File: config.mk
export PLATFORM = sky130hd
export DESIGN_NAME = channel_resampler_mixer
export DESIGN_NICKNAME = d
export VERILOG_FILES = /design/src/crm_pkg.sv /design/src/crm_convert.sv /design/src/crm_mul.sv /design/src/channel_resampler_mixer.sv
export SDC_FILE = /design/constraint.sdc
export NUM_CORES = 2
export LEC_CHECK = 0
export BUFFER_PORTS_ARGS = -buffer_cell sky130_fd_sc_hd__buf_4
export CAP_MARGIN = 20
export CORE_UTILIZATION = 30
export DETAILED_ROUTE_END_ITERATION = 12
export PLACE_DENSITY = 0.53
export SYNTH_ARGS = -nofsm -noshare
export SYNTH_HDL_FRONTEND = slang
export SYNTH_SLANG_ARGS = --single-unit
File: constraint.sdc
create_clock -name clk -period 8.5 [get_ports clk]
set_clock_uncertainty 0.2 [all_clocks]
set_input_delay 1.275 -clock clk [delete_from_list [all_inputs] [get_ports clk]]
set_output_delay 1.275 -clock clk [all_outputs]
set_load 0.01 [all_outputs]
File: src/crm_pkg.sv
// ----------------------------------------------------------------------------
// crm_pkg
// Shared types and constants of the channel resampler and mixer.
// ----------------------------------------------------------------------------
`default_nettype none

package crm_pkg;

  localparam int PHASE_FRAC_BITS = 14;
  localparam int MAX_OUT         = 64;
  localparam int PHASE_W         = 21;
  localparam int CNT_W           = $clog2(MAX_OUT + 1);
  localparam int SAMPLE_W        = 32;
  localparam int GAIN_W          = 16;
  localparam int CFG_W           = 21;
  localparam int CFG_IDX_W       = 3;

  // Shared multiplier operand and product widths.
  localparam int MUL_A_W = SAMPLE_W + 1;
  localparam int MUL_B_W = GAIN_W + 1;
  localparam int MUL_P_W = MUL_A_W + MUL_B_W;

  localparam logic [PHASE_W-1:0] PHASE_ONE = PHASE_W'(1) << PHASE_FRAC_BITS;
  localparam logic [PHASE_W-1:0] STEP_MIN  = PHASE_W'(256);
  localparam logic [PHASE_W-1:0] STEP_MAX  = PHASE_W'(1048576);

  typedef enum logic [2:0] {
    FMT_U8  = 3'd0,
    FMT_S8  = 3'd1,
    FMT_S16 = 3'd2,
    FMT_U16 = 3'd3,
    FMT_S32 = 3'd4
  } fmt_t;

  typedef enum logic [CFG_IDX_W-1:0] {
    CFG_FORMAT = 3'd0,
    CFG_STEREO = 3'd1,
    CFG_SWAP   = 3'd2,
    CFG_STEP   = 3'd3,
    CFG_INTERP = 3'd4,
    CFG_LGAIN  = 3'd5,
    CFG_RGAIN  = 3'd6
  } cfg_idx_t;

  typedef enum logic [6:0] {
    S_IDLE   = 7'b0000001,
    S_PREP   = 7'b0000010,
    S_ILEFT  = 7'b0000100,
    S_IRIGHT = 7'b0001000,
    S_GLEFT  = 7'b0010000,
    S_GRIGHT = 7'b0100000,
    S_EMIT   = 7'b1000000
  } state_t;

endpackage

`default_nettype wire

File: src/crm_convert.sv
// ----------------------------------------------------------------------------
// crm_convert
// Converts one raw source word to a signed 32-bit sample by format.
// ----------------------------------------------------------------------------
`default_nettype none

module crm_convert (
  input  wire logic [31:0]                      raw,
  input  wire logic [2:0]                       format,
  input  wire logic                             swap,
  output logic signed [crm_pkg::SAMPLE_W-1:0]   sample
);

  logic [7:0]  byte_u;
  logic [7:0]  byte_s;
  logic [15:0] w16;
  logic [31:0] w32;

  always_comb begin
    byte_u = raw[7:0] ^ 8'h80;
    byte_s = raw[7:0];
    w16    = swap ? {raw[7:0], raw[15:8]} : raw[15:0];
    w32    = swap ? {raw[7:0], raw[15:8], raw[23:16], raw[31:24]} : raw;
    case (format)
      crm_pkg::FMT_U8:  sample = {{16{byte_u[7]}}, byte_u, 8'h00};
      crm_pkg::FMT_S8:  sample = {{16{byte_s[7]}}, byte_s, 8'h00};
      crm_pkg::FMT_S16: sample = {{16{w16[15]}}, w16};
      // Subtracting the midpoint is the same as flipping the top bit.
      crm_pkg::FMT_U16: sample = {{16{~w16[15]}}, ~w16[15], w16[14:0]};
      crm_pkg::FMT_S32: sample = w32;
      default:          sample = '0;
    endcase
  end

endmodule

`default_nettype wire

File: src/crm_mul.sv
// ----------------------------------------------------------------------------
// crm_mul
// Shared signed multiplier with a registered product.
// ----------------------------------------------------------------------------
`default_nettype none

module crm_mul (
  input  wire logic                                clk,
  input  wire logic                                load,
  input  wire logic signed [crm_pkg::MUL_A_W-1:0]  a,
  input  wire logic signed [crm_pkg::MUL_B_W-1:0]  b,
  output logic signed [crm_pkg::MUL_P_W-1:0]       prod
);

  always_ff @(posedge clk) begin
    if (load) begin
      prod <= a * b;
    end
  end

endmodule

`default_nettype wire

File: src/channel_resampler_mixer.sv
// ----------------------------------------------------------------------------
// channel_resampler_mixer
// Converts source frames, steps a phase accumulator and emits gain-scaled,
// held or linearly interpolated output words through one shared multiplier.
// ----------------------------------------------------------------------------
// Sequence: a frame is taken while idle. Each word then passes through PREP,
// ILEFT and IRIGHT when interpolating (IRIGHT in stereo only), GLEFT, GRIGHT and
// EMIT, where it waits while the mix side stalls; the steps run one after another
// through the one shared multiplier. No new frame is taken until the run ends,
// and a frame that makes no word leaves the block idle. Reset: synchronous;
// registers return to their defaults, phase to one step, history to zero.
`default_nettype none

module channel_resampler_mixer (
  input  wire logic                               clk,
  input  wire logic                               rst,
  input  wire logic                               cfg_write,
  input  wire logic [crm_pkg::CFG_IDX_W-1:0]      cfg_index,
  input  wire logic [crm_pkg::CFG_W-1:0]          cfg_data,
  input  wire logic                               src_valid,
  output logic                                    src_stall,
  input  wire logic [31:0]                        left_raw,
  input  wire logic [31:0]                        right_raw,
  output logic                                    mix_valid,
  input  wire logic                               mix_stall,
  output logic signed [31:0]                      left_mix,
  output logic signed [31:0]                      right_mix,
  output logic                                    last_of_run
);

  localparam int PW = crm_pkg::PHASE_W;
  localparam int SW = crm_pkg::SAMPLE_W;

  crm_pkg::state_t state;

  logic [2:0]          sample_format;
  logic                stereo_mode;
  logic                swap_bytes;
  logic [PW-1:0]       step_ratio;
  logic                interpolate_enable;
  logic [crm_pkg::GAIN_W-1:0] left_gain;
  logic [crm_pkg::GAIN_W-1:0] right_gain;

  logic [PW-1:0]             phase;
  logic [crm_pkg::CNT_W-1:0] count;
  logic signed [SW-1:0]      prev_left;
  logic signed [SW-1:0]      prev_right;
  logic signed [SW-1:0]      next_left;
  logic signed [SW-1:0]      next_right;
  logic signed [SW-1:0]      smp_left;
  logic signed [SW-1:0]      smp_right;
  logic [31:0]               mix_hold;

  logic signed [SW-1:0] conv_left;
  logic signed [SW-1:0] conv_right;

  logic                                    mul_load;
  logic signed [crm_pkg::MUL_A_W-1:0]      mul_a;
  logic signed [crm_pkg::MUL_B_W-1:0]      mul_b;
  logic signed [crm_pkg::MUL_P_W-1:0]      prod;
  logic signed [crm_pkg::MUL_P_W-1:0]      prod_shr;

  logic [PW-1:0] step_eff;
  logic [PW-1:0] phase_adj;
  logic [PW-1:0] phase_sum;
  logic          cap_hit;
  logic          is_last;
  logic          out_free;
  logic          src_take;
  logic signed [SW-1:0] interp_left;
  logic signed [SW-1:0] interp_right;

  crm_convert u_conv_left (
    .raw    (left_raw),
    .format (sample_format),
    .swap   (swap_bytes),
    .sample (conv_left)
  );

  crm_convert u_conv_right (
    .raw    (right_raw),
    .format (sample_format),
    .swap   (swap_bytes),
    .sample (conv_right)
  );

  crm_mul u_mul (
    .clk  (clk),
    .load (mul_load),
    .a    (mul_a),
    .b    (mul_b),
    .prod (prod)
  );

  assign src_stall = (state != crm_pkg::S_IDLE);
  assign src_take  = src_valid && !src_stall;
  assign out_free  = !mix_valid || !mix_stall;

  always_comb begin
    if (step_ratio < crm_pkg::STEP_MIN) begin
      step_eff = crm_pkg::STEP_MIN;
    end else if (step_ratio > crm_pkg::STEP_MAX) begin
      step_eff = crm_pkg::STEP_MAX;
    end else begin
      step_eff = step_ratio;
    end
    phase_adj = (phase >= crm_pkg::PHASE_ONE) ? phase - crm_pkg::PHASE_ONE : phase;
    phase_sum = phase + step_eff;
    cap_hit   = (count == crm_pkg::CNT_W'(crm_pkg::MAX_OUT - 1));
    is_last   = (phase_sum >= crm_pkg::PHASE_ONE) || cap_hit;
    // The arithmetic shift rounds toward minus infinity; the sum wraps
    // safely because the true result lies between the two samples.
    prod_shr     = prod >>> crm_pkg::PHASE_FRAC_BITS;
    interp_left  = prev_left + prod_shr[SW-1:0];
    interp_right = prev_right + prod_shr[SW-1:0];
  end

  // Operand selection for the shared multiplier.
  always_comb begin
    mul_load = 1'b0;
    mul_a    = '0;
    mul_b    = '0;
    unique case (state)
      crm_pkg::S_PREP: begin
        mul_load = interpolate_enable;
        mul_a    = {next_left[SW-1], next_left} - {prev_left[SW-1], prev_left};
        mul_b    = crm_pkg::MUL_B_W'(phase[crm_pkg::PHASE_FRAC_BITS-1:0]);
      end
      crm_pkg::S_ILEFT: begin
        mul_load = stereo_mode;
        mul_a    = {next_right[SW-1], next_right} - {prev_right[SW-1], prev_right};
        mul_b    = crm_pkg::MUL_B_W'(phase[crm_pkg::PHASE_FRAC_BITS-1:0]);
      end
      crm_pkg::S_GLEFT: begin
        mul_load = 1'b1;
        mul_a    = {smp_left[SW-1], smp_left};
        mul_b    = {1'b0, left_gain};
      end
      crm_pkg::S_GRIGHT: begin
        mul_load = 1'b1;
        mul_a    = {smp_right[SW-1], smp_right};
        mul_b    = {1'b0, right_gain};
      end
      crm_pkg::S_IDLE, crm_pkg::S_IRIGHT, crm_pkg::S_EMIT: begin
        mul_load = 1'b0;
      end
      default: begin
        mul_load = 1'b0;
      end
    endcase
  end

  // Configuration registers.
  always_ff @(posedge clk) begin
    if (rst) begin
      sample_format      <= crm_pkg::FMT_S16;
      stereo_mode        <= 1'b0;
      swap_bytes         <= 1'b0;
      step_ratio         <= crm_pkg::PHASE_ONE;
      interpolate_enable <= 1'b0;
      left_gain          <= crm_pkg::GAIN_W'(8192);
      right_gain         <= crm_pkg::GAIN_W'(8192);
    end else if (cfg_write) begin
      unique case (cfg_index)
        crm_pkg::CFG_FORMAT: sample_format      <= cfg_data[2:0];
        crm_pkg::CFG_STEREO: stereo_mode        <= cfg_data[0];
        crm_pkg::CFG_SWAP:   swap_bytes         <= cfg_data[0];
        crm_pkg::CFG_STEP:   step_ratio         <= cfg_data[PW-1:0];
        crm_pkg::CFG_INTERP: interpolate_enable <= cfg_data[0];
        crm_pkg::CFG_LGAIN:  left_gain          <= cfg_data[crm_pkg::GAIN_W-1:0];
        crm_pkg::CFG_RGAIN:  right_gain         <= cfg_data[crm_pkg::GAIN_W-1:0];
        default: ;
      endcase
    end
  end

  // The output word is marked valid when loaded and cleared once it is taken.
  always_ff @(posedge clk) begin
    if (rst) begin
      mix_valid <= 1'b0;
    end else if (state == crm_pkg::S_EMIT && out_free) begin
      mix_valid <= 1'b1;
    end else if (!mix_stall) begin
      mix_valid <= 1'b0;
    end
  end

  // Sequencer and sample history.
  always_ff @(posedge clk) begin
    if (rst) begin
      state      <= crm_pkg::S_IDLE;
      phase      <= crm_pkg::PHASE_ONE;
      count      <= '0;
      prev_left  <= '0;
      prev_right <= '0;
      next_left  <= '0;
      next_right <= '0;
    end else begin
      unique case (state)
        crm_pkg::S_IDLE: begin
          if (src_take) begin
            phase <= phase_adj;
            count <= '0;
            if (phase >= crm_pkg::PHASE_ONE) begin
              prev_left <= next_left;
              next_left <= conv_left;
              if (stereo_mode) begin
                prev_right <= next_right;
                next_right <= conv_right;
              end
            end
            if (phase_adj < crm_pkg::PHASE_ONE) begin
              state <= crm_pkg::S_PREP;
            end
          end
        end
        crm_pkg::S_PREP: begin
          smp_left  <= prev_left;
          smp_right <= stereo_mode ? prev_right : prev_left;
          state     <= interpolate_enable ? crm_pkg::S_ILEFT : crm_pkg::S_GLEFT;
        end
        crm_pkg::S_ILEFT: begin
          smp_left <= interp_left;
          if (stereo_mode) begin
            state <= crm_pkg::S_IRIGHT;
          end else begin
            smp_right <= interp_left;
            state     <= crm_pkg::S_GLEFT;
          end
        end
        crm_pkg::S_IRIGHT: begin
          smp_right <= interp_right;
          state     <= crm_pkg::S_GLEFT;
        end
        crm_pkg::S_GLEFT: begin
          state <= crm_pkg::S_GRIGHT;
        end
        crm_pkg::S_GRIGHT: begin
          mix_hold <= prod[31:0];
          state    <= crm_pkg::S_EMIT;
        end
        crm_pkg::S_EMIT: begin
          if (out_free) begin
            left_mix    <= mix_hold;
            right_mix   <= prod[31:0];
            last_of_run <= is_last;
            count       <= count + 1'b1;
            // A capped run parks the phase at one whole step.
            if (cap_hit && phase_sum < crm_pkg::PHASE_ONE) begin
              phase <= crm_pkg::PHASE_ONE;
            end else begin
              phase <= phase_sum;
            end
            state <= is_last ? crm_pkg::S_IDLE : crm_pkg::S_PREP;
          end
        end
        default: begin
          state <= crm_pkg::S_IDLE;
        end
      endcase
    end
  end

  // While waiting for a frame, the phase always holds at least one whole step.
  a_idle_phase: assert property (@(posedge clk) disable iff (rst)
    (state == crm_pkg::S_IDLE) |-> (phase >= crm_pkg::PHASE_ONE))
    else $error("idle with phase below one step");

  // During a run the phase stays below one step.
  a_run_phase: assert property (@(posedge clk) disable iff (rst)
    (state != crm_pkg::S_IDLE) |-> (phase < crm_pkg::PHASE_ONE))
    else $error("run active with phase at or above one step");

  // The word count never passes the per-frame cap.
  a_count_cap: assert property (@(posedge clk) disable iff (rst)
    (state != crm_pkg::S_IDLE) |-> (count < crm_pkg::CNT_W'(crm_pkg::MAX_OUT)))
    else $error("word count beyond cap");

  // In mono both channels scale the same sample.
  a_mono_same: assert property (@(posedge clk) disable iff (rst)
    (state == crm_pkg::S_GRIGHT && !stereo_mode) |-> (smp_right == smp_left))
    else $error("mono right sample differs from left");

  // A word loaded at the cap is flagged as the last of its frame.
  a_cap_last: assert property (@(posedge clk) disable iff (rst)
    (state == crm_pkg::S_EMIT && out_free && cap_hit) |=> last_of_run)
    else $error("capped word not marked last");

endmodule

`default_nettype wire

# == Word-level counts from Yosys, hierarchy flattened ==
# Cells that the tools add are included.
# totals
regBits,430
out_inout_bits,67
elab_cells,127
romBits,0
latch_bits,0
memories,0
ramBits,0
# classes
eq_ne,24
n_lt_le_gt_ge,6
bitwise_logic,5
n_shift,0
multipliers,1
n_div,0
muxes,32
reduce_logical,30
n_addsub,7
# ops
op,count
32-bit one-hot mux with 5 select lines,2
33-bit one-hot mux with 4 select lines,1
32-bit two-way mux,4
21-bit two-way mux,6
32-bit one-hot mux with 3 select lines,1
32-bit by 32-bit subtractor with 33-bit output,2
32-bit adder,2
32-bit one-hot mux with 2 select lines,1
7-bit one-hot mux with 7 select lines,1
16-bit one-hot mux with 3 select lines,1
33-bit by 17-bit multiplier with 46-bit output,1
21-bit by 15-bit greater-or-equal comparator with 1-bit output (second input constant),2
21-bit by 15-bit less-than comparator with 1-bit output (second input constant),2
21-bit one-hot mux with 2 select lines,1
7-bit two-way mux,5
16-bit two-way mux,2
21-bit adder,1
21-bit > comparator (second input constant),1
21-bit by 9-bit less-than comparator with 1-bit output (second input constant),1
21-bit by 15-bit subtractor with 21-bit output (second input constant),1
2-bit AND reduction,9
3-bit AND reduction,5
7-bit by 6-bit == test with 1-bit output (second input constant),2
7-bit one-hot mux with 2 select lines,1
26 further kinds,50

# == Logic depth before layout (Yosys ltp) ==
# depth
word_depth,9
ltp_mapped,37
depth_no_buf,37

# == Modules after synthesis ==
# A second synthesis with hierarchy kept.
# hier_totals
hier_cells,5094
area_unflattened_um2,45386.0
# modules_own_cells
module,seq_area_each_um2,instances,area_each_um2,cells_each
channel_resampler_mixer,9298.9,1,22700.5,2588
crm_mul,1501.4,1,20831.2,2228
crm_convert,0.0,2,927.1,139

# == Worst setup path before layout ==
# Ideal clock, no wire load.
# synth_path
kind,reg-to-reg
from,register prev_left[16]
to,"register u_mul.prod[42] in the netlist's numbering, data pin"
path_stages_with_launch,35
t_arrival_ns,8.434
required_ns,8.041
slack_ns,-0.393
path_buffers,0
setup_time_ns,0.259
path_cell_list,dfxtp_1 inv_1 ha_1 and4_1 and3_1 and2_1 and4_1 a32oi_1 a21boi_0 o21ai_0 a21boi_0 o21ai_0 a211oi_1 o31ai_1 fa_1 fa_1 fa_1 inv_1 fa_1 fa_1 inv_1 fa_1 inv_1 ha_1 a21o_1 a21o_1 a21o_1 a21oi_1 o31ai_1 a31o_2 a2111oi_1 o31ai_1 a31o_2 a21oi_1 xnor2_1
# synth_via
elab_chain_len,3
# synth_rtl
element,line,text
start: declaration,channel_resampler_mixer.sv:46,logic signed [SW-1:0] prev_left;
start signal: assignment,channel_resampler_mixer.sv:205,prev_left <= next_left;
32-bit by 32-bit subtractor with 33-bit output,channel_resampler_mixer.sv:126,"mul_a = {next_left[SW-1], next_left} - {prev_left[SW-1], prev_left};"
33-bit one-hot mux with 4 select lines,channel_resampler_mixer.sv:123,unique case (state)
33-bit by 17-bit multiplier with 46-bit output,crm_mul.sv:17,prod <= a * b;
end signal: assignment,crm_mul.sv:17,
end: declaration,crm_mul.sv:12,output logic signed [crm_pkg::MUL_P_W-1:0] prod
# No other way between the ends.
# A chain may end at the register's enable or synchronous reset.

# == Worst setup path after layout ==
# layout_path
from,register prev_left[3]
to,"register u_mul.prod[42] in the netlist's numbering, data pin"
# Same word-level chain as after synthesis.

==> impl_metrics.py <==
metrics = {
    "floorplan": {
        "ios": 160,
        "core_um2": 140000,
        "rows": 137,
        "die_w_um": 377,
        "die-area_um2": 142000,
        "start_util": 0.303,
        "die_height_um": 377,
    },
    "pwr": {
        "leakage_nw": 23.5,
        "total_power_mw": 8.23,
        "switching_share": 0.370,
        "p_comb_frac": 0.428,
        "pwr-share-clk": 0.278,
        "intPower_mw": 5.18,
        "seqPwrFrac": 0.294,
        "peakVddDrop_mv": 0.151,
        "powerDensity_nw_per_um2": 154,
        "p_switching_mw": 3.05,
    },
    "place": {
        "placed_cells": 7251,
        "hpwl_um": 127000,
        "place.gp.congestion": 0.940,
        "dpl_cell_area_um2": 50100,
        "numPortBuffers": 159,
    },
    "routing": {
        "vias": 37338,
        "drc_errors": 0,
        "drtPass1Iterations": 6,
        "ant_nets": 0,
        "detail_route.iter0.violations": 2726,
        "drt_wl_total_um": 155000,
        "via_per_inst": 5.04,
        "wire_per_inst_um": 21.0,
    },
    "clocking": {
        "root_buffer": "clkbuf_16",
        "cts_hold_buf": 0,
        "cts.path.max_buffers": 3,
        "numCtsBuffers": 50,
        "cts_sinks": 430,
        "clk_pin_slew_ps": 60,
        "htree_num_levels": 2,
        "cts_tree": "yes",
        "worstSkewPairLatency_ps": 640,
    },
    "cells_and_area": {
        "layout_commonest_cell": "buf_4",
        "stdcell_area_um2": 53600,
        "drive_gt1_frac": 0.218,
        "final_cell_mix": "781 x buf_4, 732 x nand2_1, 664 x inv_1",
        "layout.nets": 6319,
        "syn_to_final_growth_pct": 26.6,
        "nFillCells": 14160,
        "stdcell_count": 7405,
        "diodes": 0,
    },
    "logic_synthesis": {
        "synthArstFlopShare": 0,
        "ys.flop_type": "dfxtp_1",
        "yosys.cell_types.count": 83,
        "seq_area_frac_synth": 0.253,
        "yosysWarnings": 0,
        "synth_edf_count": 207,
        "synth_top_area_share": 0.227,
        "avgSynthCellArea_um2": 8.78,
        "yosys-top-cells-area": "fa_1 23%, edfxtp_1 15%, dfxtp_1 11%, ha_1 7.7%, nand2_1 6.6%",
        "synthesis.area_um2": 42300,
        "syn-instance-count": 4818,
        "synth_top_area_cell": "fa_1",
        "synth-seq-cells": 430,
        "syn_nets": 5649,
    },
    "grt": {
        "track_usage": 0.219,
        "grt_antenna_before_repair": 4,
        "grt_pass1_wl_um": 236000,
        "grt_start_max_net_pins": 90,
        "grt_pass1_vias": 37914,
        "grt-ovfl-total": 0,
    },
    "timing": {
        "max_freq_ghz": 0.115,
        "slew_violations": 0,
        "hold_violations": 0,
        "fin_crit_sh": 1.02,
        "period_needed_ps": 8680,
        "rsz0062_at_grt": "yes",
        "tightest_slew_ps": 1290,
        "setup-violations-final": 9,
        "slew_headroom": 0.118,
        "setup_ws_ps": -175,
        "hold-worst-slack_ps": 218,
    },
    "setup_path": {
        "critPathKind": "reg2reg",
        "timing.critical_path.to_type": "register",
        "worstPathRequired_ps": 8670,
        "cp_max_fo": 5,
        "arrival_ps": 8850,
        "start_kind": "register",
        "critPathSlowestCell": "fa_1",
        "crit_top_cell": "fa_1",
        "slowest_delay_ps": 530,
    },
    "outcome": {
        "status": "complete, but fails checks",
        "violations": "negative setup slack",
    },
    "run": {
        "drv_cap": 0,
    },
    "worst_hold_path": {
        "hp-class": "reg2reg",
    },
}
==> power groups by stage <==
| stage | logic, mW | registers, mW | clock network (mW) |
|---|---|---|---|
| 2_1_floorplan | 1.79 | 2.40 | 0 |
| 3_3_place_gp | 3.07 | 2.45 | 0 |
| 3_5_place_dp | 3.08 | 2.45 | 0 |
| 4_1_cts | 3.32 | 2.42 | 2.34 |
| 5_1_grt | 3.81 | 2.43 | 2.41 |
| 6_report | 3.53 | 2.42 | 2.29 |
==> registers in the layout, indices dropped and copies added (netlist names), 21 cells and up <==
signal	cells
smp_right	32
next_left	32
prev_right	32
phase	21
prev_left	32
mix_hold	32
right_mix	32
left_mix	32
step_ratio	21
smp_left	32
u_mul.prod	46
next_right	32
==> final timing paths <==
| kind | from | to | cells after the start | slack [ps] |
|---|---|---|---|---|
| max | prev_left[3] | u_mul.prod[42] | 37 | -180 |
| min reg2reg | mix_hold[7] | left_mix[7] | 0 | 220 |
| min | mix_hold[7] | left_mix[7] | 0 | 220 |
| max reg2reg | prev_left[3] | u_mul.prod[42] | 37 | -180 |
==> layout make-up <==
cell class | instances | area (um2) | share of cell area
Inverter | 687 | 2580 | 0.0482
Clock inverter | 30 | 369 | 0.00689
Sequential cell | 430 | 10700 | 0.200
Multi-Input combinational cell | 3488 | 29600 | 0.552
Clock buffer | 63 | 1340 | 0.0250
Tap cell | 1876 | 2350 | 0.0438
Timing Repair Buffer | 831 | 6630 | 0.124
==> synthesized netlist by cell type (45+ instances only) <==
cell type and instances:
ha_1 259, o21ai_0 193, clkbuf_1 193, nor3_1 45, xor2_1 52, edfxtp_1 207, dfxtp_1 223, a211oi_1 61
xnor2_1 125, a21oi_1 311, nor2_1 389, inv_1 686, fa_1 479, a21o_1 89, and2_1 61, mux2i_1 51
nand2_1 740
==> per-layer routing <==
layer,GRT usage,share of wire
met2,0.357,0.46
met5,0,0.000084
met4,0.0775,0.040
met3,0.0310,0.058
met1,0.295,0.45
==> cell families after synthesis <==
group / after synthesis / share of synthesized area
buffers and inverters: 900 / 0.0799
AND/OR/NAND/NOR: 1460 / 0.149
XOR/XNOR: 178 / 0.0372
adder cells (fa/ha/maj): 738 / 0.303
AO/OA/AOI/OAI: 1043 / 0.161
multiplexers: 69 / 0.0169
flip-flops: 430 / 0.253
==> critical path, delay by kind of cell (launching register included) <==
family,cells,cell delay (ps)
AOI/OAI and AO/OA,15,2830
xor gates and xnor gates,2,280
adders and majority gates,8,3520
and+or+nand+nor,3,370
DFF,1,320
buffers and inverters,9,880
==> metrics by stage <==
stage | setup slack (ps) | util | TNS, ps
after floorplan | 20.7 | - | 0
after global placement | -1070 | 0.359 | -12530
after detailed placement | -1160 | 0.359 | -15340
after CTS | -218 | 0.380 | -1280
after global routing | -494 | 0.383 | -4900
final | -175 | 0.383 | -924
==> repair_timing <==
action,4_1_cts,5_1_grt
resized for setup,196,98
cloned,0,0
setup buffers,50,20
setup endpoints to repair,24,20
pin swaps,119,81
Power figures use the tool's default switching activity.
